### config.mk
export PLATFORM = sky130hd
export DESIGN_NAME = sorted_min_priority_queue_top
export DESIGN_NICKNAME = d
export VERILOG_FILES = /design/src/hw/rtl/spq_pkg.sv /design/src/hw/rtl/spq_cell.sv /design/src/hw/rtl/sorted_min_priority_queue_top.sv
export SDC_FILE = /design/constraint.sdc
export NUM_CORES = 2
export LEC_CHECK = 0
export BUFFER_PORTS_ARGS = -buffer_cell sky130_fd_sc_hd__buf_4
export CAP_MARGIN = 20
export CORE_ASPECT_RATIO = 1.2
export CORE_MARGIN = 5
export CORE_UTILIZATION = 39
export DETAILED_ROUTE_END_ITERATION = 7
export SLEW_MARGIN = 10
export SYNTH_ARGS = -nofsm -noshare
export SYNTH_HDL_FRONTEND = slang
export SYNTH_SLANG_ARGS = --single-unit
### constraint.sdc
create_clock -name clk -period 5.25 [get_ports clk]
set_input_delay 1.3125 -clock clk [delete_from_list [all_inputs] [get_ports clk]]
set_output_delay 1.3125 -clock clk [all_outputs]
set_load 0.02 [all_outputs]
### src/hw/rtl/spq_pkg.sv
// Shared codes, widths and types for the sorted min-priority queue.
package spq_pkg;

    // Action codes carried on the request channel
    localparam logic [1:0] ACT_ENQUEUE = 2'd0;
    localparam logic [1:0] ACT_DEQUEUE = 2'd1;
    localparam logic [1:0] ACT_PEEK    = 2'd2;

    // Status codes returned with every response
    localparam logic [1:0] STAT_OK    = 2'd0;
    localparam logic [1:0] STAT_EMPTY = 2'd1;
    localparam logic [1:0] STAT_FULL  = 2'd2;

    // Fixed widths of the response fields
    localparam int HEAD_W = 32;
    localparam int OCC_W  = 5;

    // Widest value and count handled before a field is cut to size
    localparam int WIDE_W = 64;

    // Command broadcast to every cell of the chain
    typedef logic [1:0] cell_op_t;
    localparam cell_op_t CELL_HOLD   = 2'd0;
    localparam cell_op_t CELL_INSERT = 2'd1;
    localparam cell_op_t CELL_SHIFT  = 2'd2;

    typedef struct packed {
        cell_op_t op;
        logic     occupied;
    } cell_ctrl_t;

endpackage

### src/hw/rtl/spq_cell.sv
// One storage cell of the sorted chain: compare, keep, take new value or shift.
module spq_cell #(
    parameter int DATA_WIDTH = 32
) (
    input  logic                    clk,
    input  spq_pkg::cell_ctrl_t     ctrl,
    input  logic [DATA_WIDTH-1:0]   new_value,
    input  logic [DATA_WIDTH-1:0]   prev_data,
    input  logic                    prev_below,
    input  logic [DATA_WIDTH-1:0]   next_data,
    output logic [DATA_WIDTH-1:0]   data,
    output logic                    below
);

    logic [DATA_WIDTH-1:0] data_reg;
    logic [DATA_WIDTH-1:0] data_next;

    // Held entry is strictly smaller than the incoming value
    assign below = ctrl.occupied && ($signed(data_reg) < $signed(new_value));
    assign data  = data_reg;

    // Insert: keep if smaller, take the value at the boundary, else take from the left
    always_comb
    begin
        data_next = data_reg;
        case (ctrl.op)
            spq_pkg::CELL_HOLD:
            begin
                data_next = data_reg;
            end
            spq_pkg::CELL_INSERT:
            begin
                if (below)
                begin
                    data_next = data_reg;
                end
                else if (prev_below)
                begin
                    data_next = new_value;
                end
                else
                begin
                    data_next = prev_data;
                end
            end
            spq_pkg::CELL_SHIFT:
            begin
                data_next = next_data;
            end
            default:
            begin
                data_next = data_reg;
            end
        endcase
    end

    // Payload storage, no reset
    always_ff @(posedge clk)
    begin
        data_reg <= data_next;
    end

endmodule

### src/hw/rtl/sorted_min_priority_queue_top.sv
// Top level of the sorted min-priority queue: cell chain, count and response register.
//
//  channel  | valid     | stall     | payload
//  ---------+-----------+-----------+-------------------------------
//  request  | req_valid | req_stall | action, value
//  response | rsp_valid | rsp_stall | head_value, status, occupancy
//
// Every request transaction gives one response transaction, valid in the next cycle.
// A new request is taken each cycle while req_stall is low; all cells compare against the
// incoming value in parallel and update in the same cycle, so the chain sets the rate.
// rst_n clears the count and response valid; cell contents are undefined.
// req_stall is high only while a response is held and rsp_stall is high.
module sorted_min_priority_queue_top #(
    parameter int CAPACITY   = 16,
    parameter int DATA_WIDTH = 32
) (
    input  logic                          clk,
    input  logic                          rst_n,
    input  logic                          req_valid,
    output logic                          req_stall,
    input  logic [1:0]                    action,
    input  logic [DATA_WIDTH-1:0]         value,
    output logic                          rsp_valid,
    input  logic                          rsp_stall,
    output logic [spq_pkg::HEAD_W-1:0]    head_value,
    output logic [1:0]                    status,
    output logic [spq_pkg::OCC_W-1:0]     occupancy
);

    localparam int CNT_W = $clog2(CAPACITY + 1);

    logic                         accept;
    logic [CNT_W-1:0]             count_reg;
    logic [CNT_W-1:0]             count_next;
    logic                         full;
    logic                         empty;
    logic                         do_enq;
    logic                         do_deq;
    spq_pkg::cell_op_t            op;
    logic [DATA_WIDTH-1:0]        cell_data  [CAPACITY];
    logic                         cell_below [CAPACITY];
    logic [spq_pkg::WIDE_W-1:0]   head_wide;
    logic [spq_pkg::WIDE_W-1:0]   occ_wide;
    logic                         rsp_valid_reg;
    logic                         rsp_valid_next;
    logic [spq_pkg::HEAD_W-1:0]   head_reg;
    logic [spq_pkg::HEAD_W-1:0]   head_next;
    logic [1:0]                   status_reg;
    logic [1:0]                   status_next;
    logic [spq_pkg::OCC_W-1:0]    occ_reg;
    logic [spq_pkg::OCC_W-1:0]    occ_next;

    // Handshake: take a request whenever the response slot is free or draining
    assign req_stall = rsp_valid_reg && rsp_stall;
    assign accept    = req_valid && !req_stall;

    // Decode the operation against the current fill level
    assign full   = (count_reg == CNT_W'(CAPACITY));
    assign empty  = (count_reg == '0);
    assign do_enq = accept && (action == spq_pkg::ACT_ENQUEUE) && !full;
    assign do_deq = accept && (action == spq_pkg::ACT_DEQUEUE) && !empty;

    always_comb
    begin
        if (do_enq)
        begin
            op = spq_pkg::CELL_INSERT;
        end
        else if (do_deq)
        begin
            op = spq_pkg::CELL_SHIFT;
        end
        else
        begin
            op = spq_pkg::CELL_HOLD;
        end
    end

    // Chain of cells, slot 0 holds the smallest entry
    for (genvar i = 0; i < CAPACITY; i++)
    begin : g_cell
        spq_pkg::cell_ctrl_t   ctrl;
        logic [DATA_WIDTH-1:0] left_data;
        logic                  left_below;
        logic [DATA_WIDTH-1:0] right_data;

        assign ctrl.op       = op;
        assign ctrl.occupied = (CNT_W'(i) < count_reg);

        if (i == 0)
        begin : g_first
            assign left_data  = value;
            assign left_below = 1'b1;
        end
        else
        begin : g_inner
            assign left_data  = cell_data[i-1];
            assign left_below = cell_below[i-1];
        end

        if (i == CAPACITY - 1)
        begin : g_last
            assign right_data = cell_data[i];
        end
        else
        begin : g_mid
            assign right_data = cell_data[i+1];
        end

        spq_cell #(
            .DATA_WIDTH (DATA_WIDTH)
        ) u_cell (
            .clk        (clk),
            .ctrl       (ctrl),
            .new_value  (value),
            .prev_data  (left_data),
            .prev_below (left_below),
            .next_data  (right_data),
            .data       (cell_data[i]),
            .below      (cell_below[i])
        );
    end

    // Fill count update
    always_comb
    begin
        count_next = count_reg;
        if (do_enq)
        begin
            count_next = count_reg + CNT_W'(1);
        end
        else if (do_deq)
        begin
            count_next = count_reg - CNT_W'(1);
        end
    end

    // Response fields, head and count cut to their port widths
    assign head_wide = spq_pkg::WIDE_W'(cell_data[0]);
    assign occ_wide  = spq_pkg::WIDE_W'(count_next);

    always_comb
    begin
        head_next   = '0;
        status_next = spq_pkg::STAT_OK;
        case (action)
            spq_pkg::ACT_ENQUEUE:
            begin
                if (full)
                begin
                    status_next = spq_pkg::STAT_FULL;
                end
            end
            spq_pkg::ACT_DEQUEUE, spq_pkg::ACT_PEEK:
            begin
                if (empty)
                begin
                    status_next = spq_pkg::STAT_EMPTY;
                end
                else
                begin
                    head_next = head_wide[spq_pkg::HEAD_W-1:0];
                end
            end
            default:
            begin
                status_next = spq_pkg::STAT_OK;
            end
        endcase
        occ_next = occ_wide[spq_pkg::OCC_W-1:0];
    end

    // Response valid: set on accept, cleared when taken
    always_comb
    begin
        rsp_valid_next = rsp_valid_reg;
        if (accept)
        begin
            rsp_valid_next = 1'b1;
        end
        else if (!rsp_stall)
        begin
            rsp_valid_next = 1'b0;
        end
    end

    // Control state
    always_ff @(posedge clk or negedge rst_n)
    begin
        if (!rst_n)
        begin
            count_reg     <= '0;
            rsp_valid_reg <= 1'b0;
        end
        else
        begin
            count_reg     <= count_next;
            rsp_valid_reg <= rsp_valid_next;
        end
    end

    // Response payload, loaded on accept
    always_ff @(posedge clk)
    begin
        if (accept)
        begin
            head_reg   <= head_next;
            status_reg <= status_next;
            occ_reg    <= occ_next;
        end
    end

    assign rsp_valid  = rsp_valid_reg;
    assign head_value = head_reg;
    assign status     = status_reg;
    assign occupancy  = occ_reg;

endmodule

After elaboration in Yosys (flattened, before gate mapping)
Cells that the tools add are included.

storage, ports and cells
  register bits = 557
  bits of input ports = 38
  logic and storage cells = 178

cells by class
  muxes and demuxes = 54
  bitwise logic cells = 2
  equality and inequality tests = 21
  reduce and logical (&&, ||, !) cells = 46
  order comparisons = 32
  $add $sub $neg = 2

operators by type and width
  cell                                                                   number
  32-bit 2-to-1 mux                                                      30
  32-bit one-hot mux with 2 select lines                                 15
  32-bit < comparator                                                    16
  4-bit by 5-bit < comparator with 1-bit output, first input constant    8
  2-bit AND reduction                                                    16
  2-bit != test, second input constant                                   15
  1-bit logical AND                                                      22
  3-bit by 5-bit < comparator with 1-bit output, first input constant    4
  1-bit by 5-bit < comparator with 1-bit output, first input constant    2
  2-bit by 5-bit < comparator with 1-bit output, first input constant    2
  5-bit 2-to-1 mux                                                       2
  2-bit 2-to-1 mux                                                       3
  5-bit by 1-bit adder with 5-bit output, second input constant          1
  5-bit equality test, second input constant                             1
  5-bit zero test                                                        1
  5-bit by 1-bit subtractor with 5-bit output, second input constant     1
  2-bit by 1-bit equality test with 1-bit output, second input constant  2
  2-bit equality test, second input constant                             2
  2-bit one-hot mux with 2 select lines                                  1
  2-bit OR reduction                                                     2
  1-bit zero test                                                        3
  1-bit 2-to-1 mux                                                       3
  2-bit zero test                                                        1
  2-bit by 1-bit != test with 1-bit output, second input constant        1
  other kinds (2)                                                        3

Depth between registers and ports, before layout
  depth in word-level cells = 10
  gate-level depth with buffers = 12

Cells and area by module
Synthesis repeated with hierarchy kept, for this count alone.

unflattened totals
  cells, all modules = 4266
  area total of the unflattened synthesis = 41106.9 µm²

by module, submodules not included
  module                           area each (µm²)  cells each  seq. area each (µm²)  instances
  spq_cell (g_cell[0].u_cell ...)  2443.6           257         960.9                 15
  spq_cell (g_cell[14].u_cell)     2429.8           256         960.9                 1
  sorted_min_priority_queue_top    2023.2           155         1321.3                1

Least setup slack after synthesis
No wires, ideal clock.

  path kind = input-to-reg
  start = input port value[23]
  end = register g_cell[6].u_cell.data_reg[0], enable pin
  required time = 4.784 ns
  buffers on the path = 3
  arrival = 6.006 ns
  path slack = -1.222 ns
  stages on the path = 12
  library setup time = 0.466 ns
  cells stage by stage = inv_1 ha_1 a21oi_1 o21ai_1 a221oi_1 o21ai_1 or4_1 clkbuf_1 and3_1 clkbuf_1 buf_2 o21ai_0

between the ends
  longest elaborated chain between the ends = 4

RTL lines
  what                                  line                                 RTL
  start: declaration                    sorted_min_priority_queue_top.sv:22  input logic [DATA_WIDTH-1:0] value,
  32-bit < comparator                   spq_cell.sv:19                       assign below = ctrl.occupied && ($signed(data_reg) < $signed(new_value));
  1-bit logical AND                     spq_cell.sv:19
  2-bit != test (no source line)        n/a
  2-bit AND reduction (no source line)  n/a
  end signal: assignment                spq_cell.sv:60                       data_reg <= data_next;
  end: declaration                      spq_cell.sv:15                       logic [DATA_WIDTH-1:0] data_reg;

No other way between the ends.
A chain may end at the register's enable or synchronous reset.

Worst setup path after layout
  start = input port value[13]
  end = register g_cell[4].u_cell.data_reg[6], enable pin

between the ends
  longest elaborated chain between the ends = 4

RTL lines
  what                                  line
  32-bit < comparator                   spq_cell.sv:19
  1-bit logical AND                     spq_cell.sv:19
  2-bit != test (no source line)        n/a
  2-bit AND reduction (no source line)  n/a
  end signal: assignment                spq_cell.sv:60
  end: declaration                      spq_cell.sv:15

No other way between the ends.

==> results.toml <==
[drt]
drt-total-wl_mm = 141
drt-initial-drc-count = 3747
avgRoutedWirePerCell_um = 25.9
drc = 0
ant_nets = 0
vias = 35100
dr.pass1.iters = 8
avgViaCountPerCell = 6.45

[clock_tree]
clkSinkCount = 557
insertion_delay_ps = 670
cts_inserted_buffers = 60
cts_resized = 0
root_buffer = "clkbuf_16"
clk_pin_slew_worst_paths_ps = 60
post-cts-setup-buffer-count = 0
clk_path_buf_depth = 3
htree_levels = 2
hold_buffers = 0
cts_tree = "yes"

[logic_synthesis]
yosysUniqueCellTypes = 62
yosysSeqAreaShare = 0.416
yosysWarnings = 0
ys_ff_latch = 557
ys.flop_type = "edfxtp_1"
synth_edf_count = 551
async_flop_share = 0.0108
syn_nets = 4527
synth_cells = 3987
avgSynthCellArea_sq_um = 10.1
syn_area_sq_um = 40100

[setup_path]
critPathLaunch = "value[13]"
crit_path_end = "g_cell[4].u_cell.data[6]"
crit_arrival_ps = 4830
endpoint_kind = "flip-flop"
r2r-start = "count_reg[0]"
critical_path_required_ps = 5600
crit_path_max_fanout = 30
reg2reg_setup_slack_ps = 1330
regToRegEndpoint = "g_cell[4].u_cell.data[1]"
cp-start-kind = "primary input"
worst_r2r_path_depth = 9
path_class = "in2reg"

[timing]
fin_crit_ps = 4480
slew-limit-headroom = 0.293
finalHoldViolCount = 0
skew_ps = 15.1
max_freq_mhz = 223
post-route-period-util = 0.854
slew_viol_final = 0
tns_ps = 0
holdWs_ps = 447
grt_setup_unrepaired = "no"
tightest_slew_ps = 1050
setup_viol = 0

[global_routing]
grt_overflow = 0
antenna_found_initial = 0
first_global_vias = 33800
grt_util_all_layers = 0.247
grt_pass1_wl_mm = 212
grt_max_degree = 100

[final_layout]
layout_common_cells = "620 x nand2_1, 551 x edfxtp_1, 502 x ha_1, 262 x o211ai_1, 257 x buf_4"
final_net_count = 4554
antennaDiodeCount = 0
areaGrowthSynthToFinish_pct = 12.5
mostFrequentLayoutCell = "nand2_1"
largest_register_ffs = 512
drive_above_1_share = 0.108
stdcell_count = 5438

[placed_design]
dp.cells = 5325
io_buffers = 78
gp_congestion = 0.931
hpwl_mm = 109

[floorplan]
io_pins = 79
core_area_sq_um = 103000
die_h_um = 361
design.die.area_sq_um = 109000
rows = 129
initial_core_util = 0.391
fp.dieW_um = 303

[worst_hold_path]
hold_path_class = "in2async"

[power]
p_leak_nw = 17.0
power_mw = 16.7
max-vdd-ir-drop_mv = 0.295
power_density_nw_per_um2 = 371

[status]
status = "complete, no violations"

[flow_run]
max-cap-violations = 0
[Yosys cell counts, types with 8 or more instances]
cell type / instances / share of area
a211o_1: 70 / 0.015
nand4_1: 122 / 0.019
nor2_1: 74 / 0.0069
o31ai_1: 38 / 0.0071
nand3_1: 103 / 0.013
edfxtp_1: 551 / 0.41
o211ai_1: 262 / 0.049
a31oi_1: 46 / 0.0072
nor4_1: 8 / 0.0012
a21oi_1: 251 / 0.031
a21o_1: 61 / 0.011
ha_1: 502 / 0.16
o21a_1: 36 / 0.0067
nor2b_1: 14 / 0.0022
buf_2: 25 / 0.0031
and3_1: 41 / 0.0064
nand2b_1: 17 / 0.0027
inv_1: 63 / 0.0059
a211oi_1: 49 / 0.0092
buf_1: 25 / 0.0023
a221oi_1: 13 / 0.0028
clkbuf_1: 268 / 0.025
and4_1: 13 / 0.0028
a221o_1: 100 / 0.025
o2111ai_1: 199 / 0.043
a32o_1: 63 / 0.016
o21ai_0: 109 / 0.014
nand2_1: 620 / 0.058
mux2_2: 33 / 0.0093
nor3_1: 117 / 0.015
[worst min-delay path by stage]
stage / startpoint / endpoint / slack, ps
4_1_cts: rst_n / count_reg[3] / 400
2_1_floorplan: g_cell[15].u_cell.data[0] / g_cell[14].u_cell.data[0] / 530
5_1_grt: rst_n / count_reg[4] / 420
6_report: rst_n / count_reg[3] / 450
3_5_place_dp: rsp_valid / rsp_valid / 530
3_3_place_gp: rsp_valid / rsp_valid / 520
[per-stage QoR]
step / utilization / setup slack (ps) / area (sq um)
final: 0.440 / 769 / 45200
after global routing: 0.440 / 730 / 45200
after CTS: 0.439 / 911 / 45100
after detailed placement: 0.422 / 209 / 43300
after global placement: 0.422 / 181 / 43300
after floorplan: - / -353 / 40100
[power breakdown]
part | switching (mW) | internal (mW) | total [mW]
Clock | 1.93 | 2.21 | 4.14
Sequential | 0.508 | 5.87 | 6.38
Combinational | 3.83 | 2.39 | 6.22
[per-layer routing]
layer | share of wire | vias up | GRT usage
met4 | 0.030 | 0 | 0.0743
met5 | 0 | - | 0
met1 | 0.42 | 17400 | 0.334
met3 | 0.067 | 182 | 0.0297
li1 | - | 16100 | -
met2 | 0.48 | 1387 | 0.417
[worst max-delay path: stages]
cell and delay [ps]:
buf_4 140, inv_1 250, buf_4 330, ha_1 200, a21oi_1 80, o21ai_0 490, o2111ai_1 320, a31oi_1 740
nor3_1 230, o31ai_4 430, buf_12 270
[logic make-up after synthesis]
family                   count (synthesis)  share of synthesized area
AO/OA/AOI/OAI                         1340                      0.247
AND/OR/NAND/NOR                       1167                      0.133
flip-flops                             557                      0.416
adder cells (fa/ha/maj)                502                      0.157
buffers and inverters                  384                     0.0373
multiplexers                            34                    0.00951
XOR/XNOR                                 3                   0.000655
[area by class of cell]
| type | count | area, sq um |
|---|---|---|
| fill | 9833 | 57500 |
| clock buffer | 74 | 1580 |
| sequential | 557 | 16700 |
| multi-input combinational | 3046 | 22200 |
| clock inverter | 37 | 221 |
| timing repair buffer | 286 | 2510 |
| tap | 1375 | 1720 |
| inverter | 63 | 236 |
(Power assumes the default switching activity.)
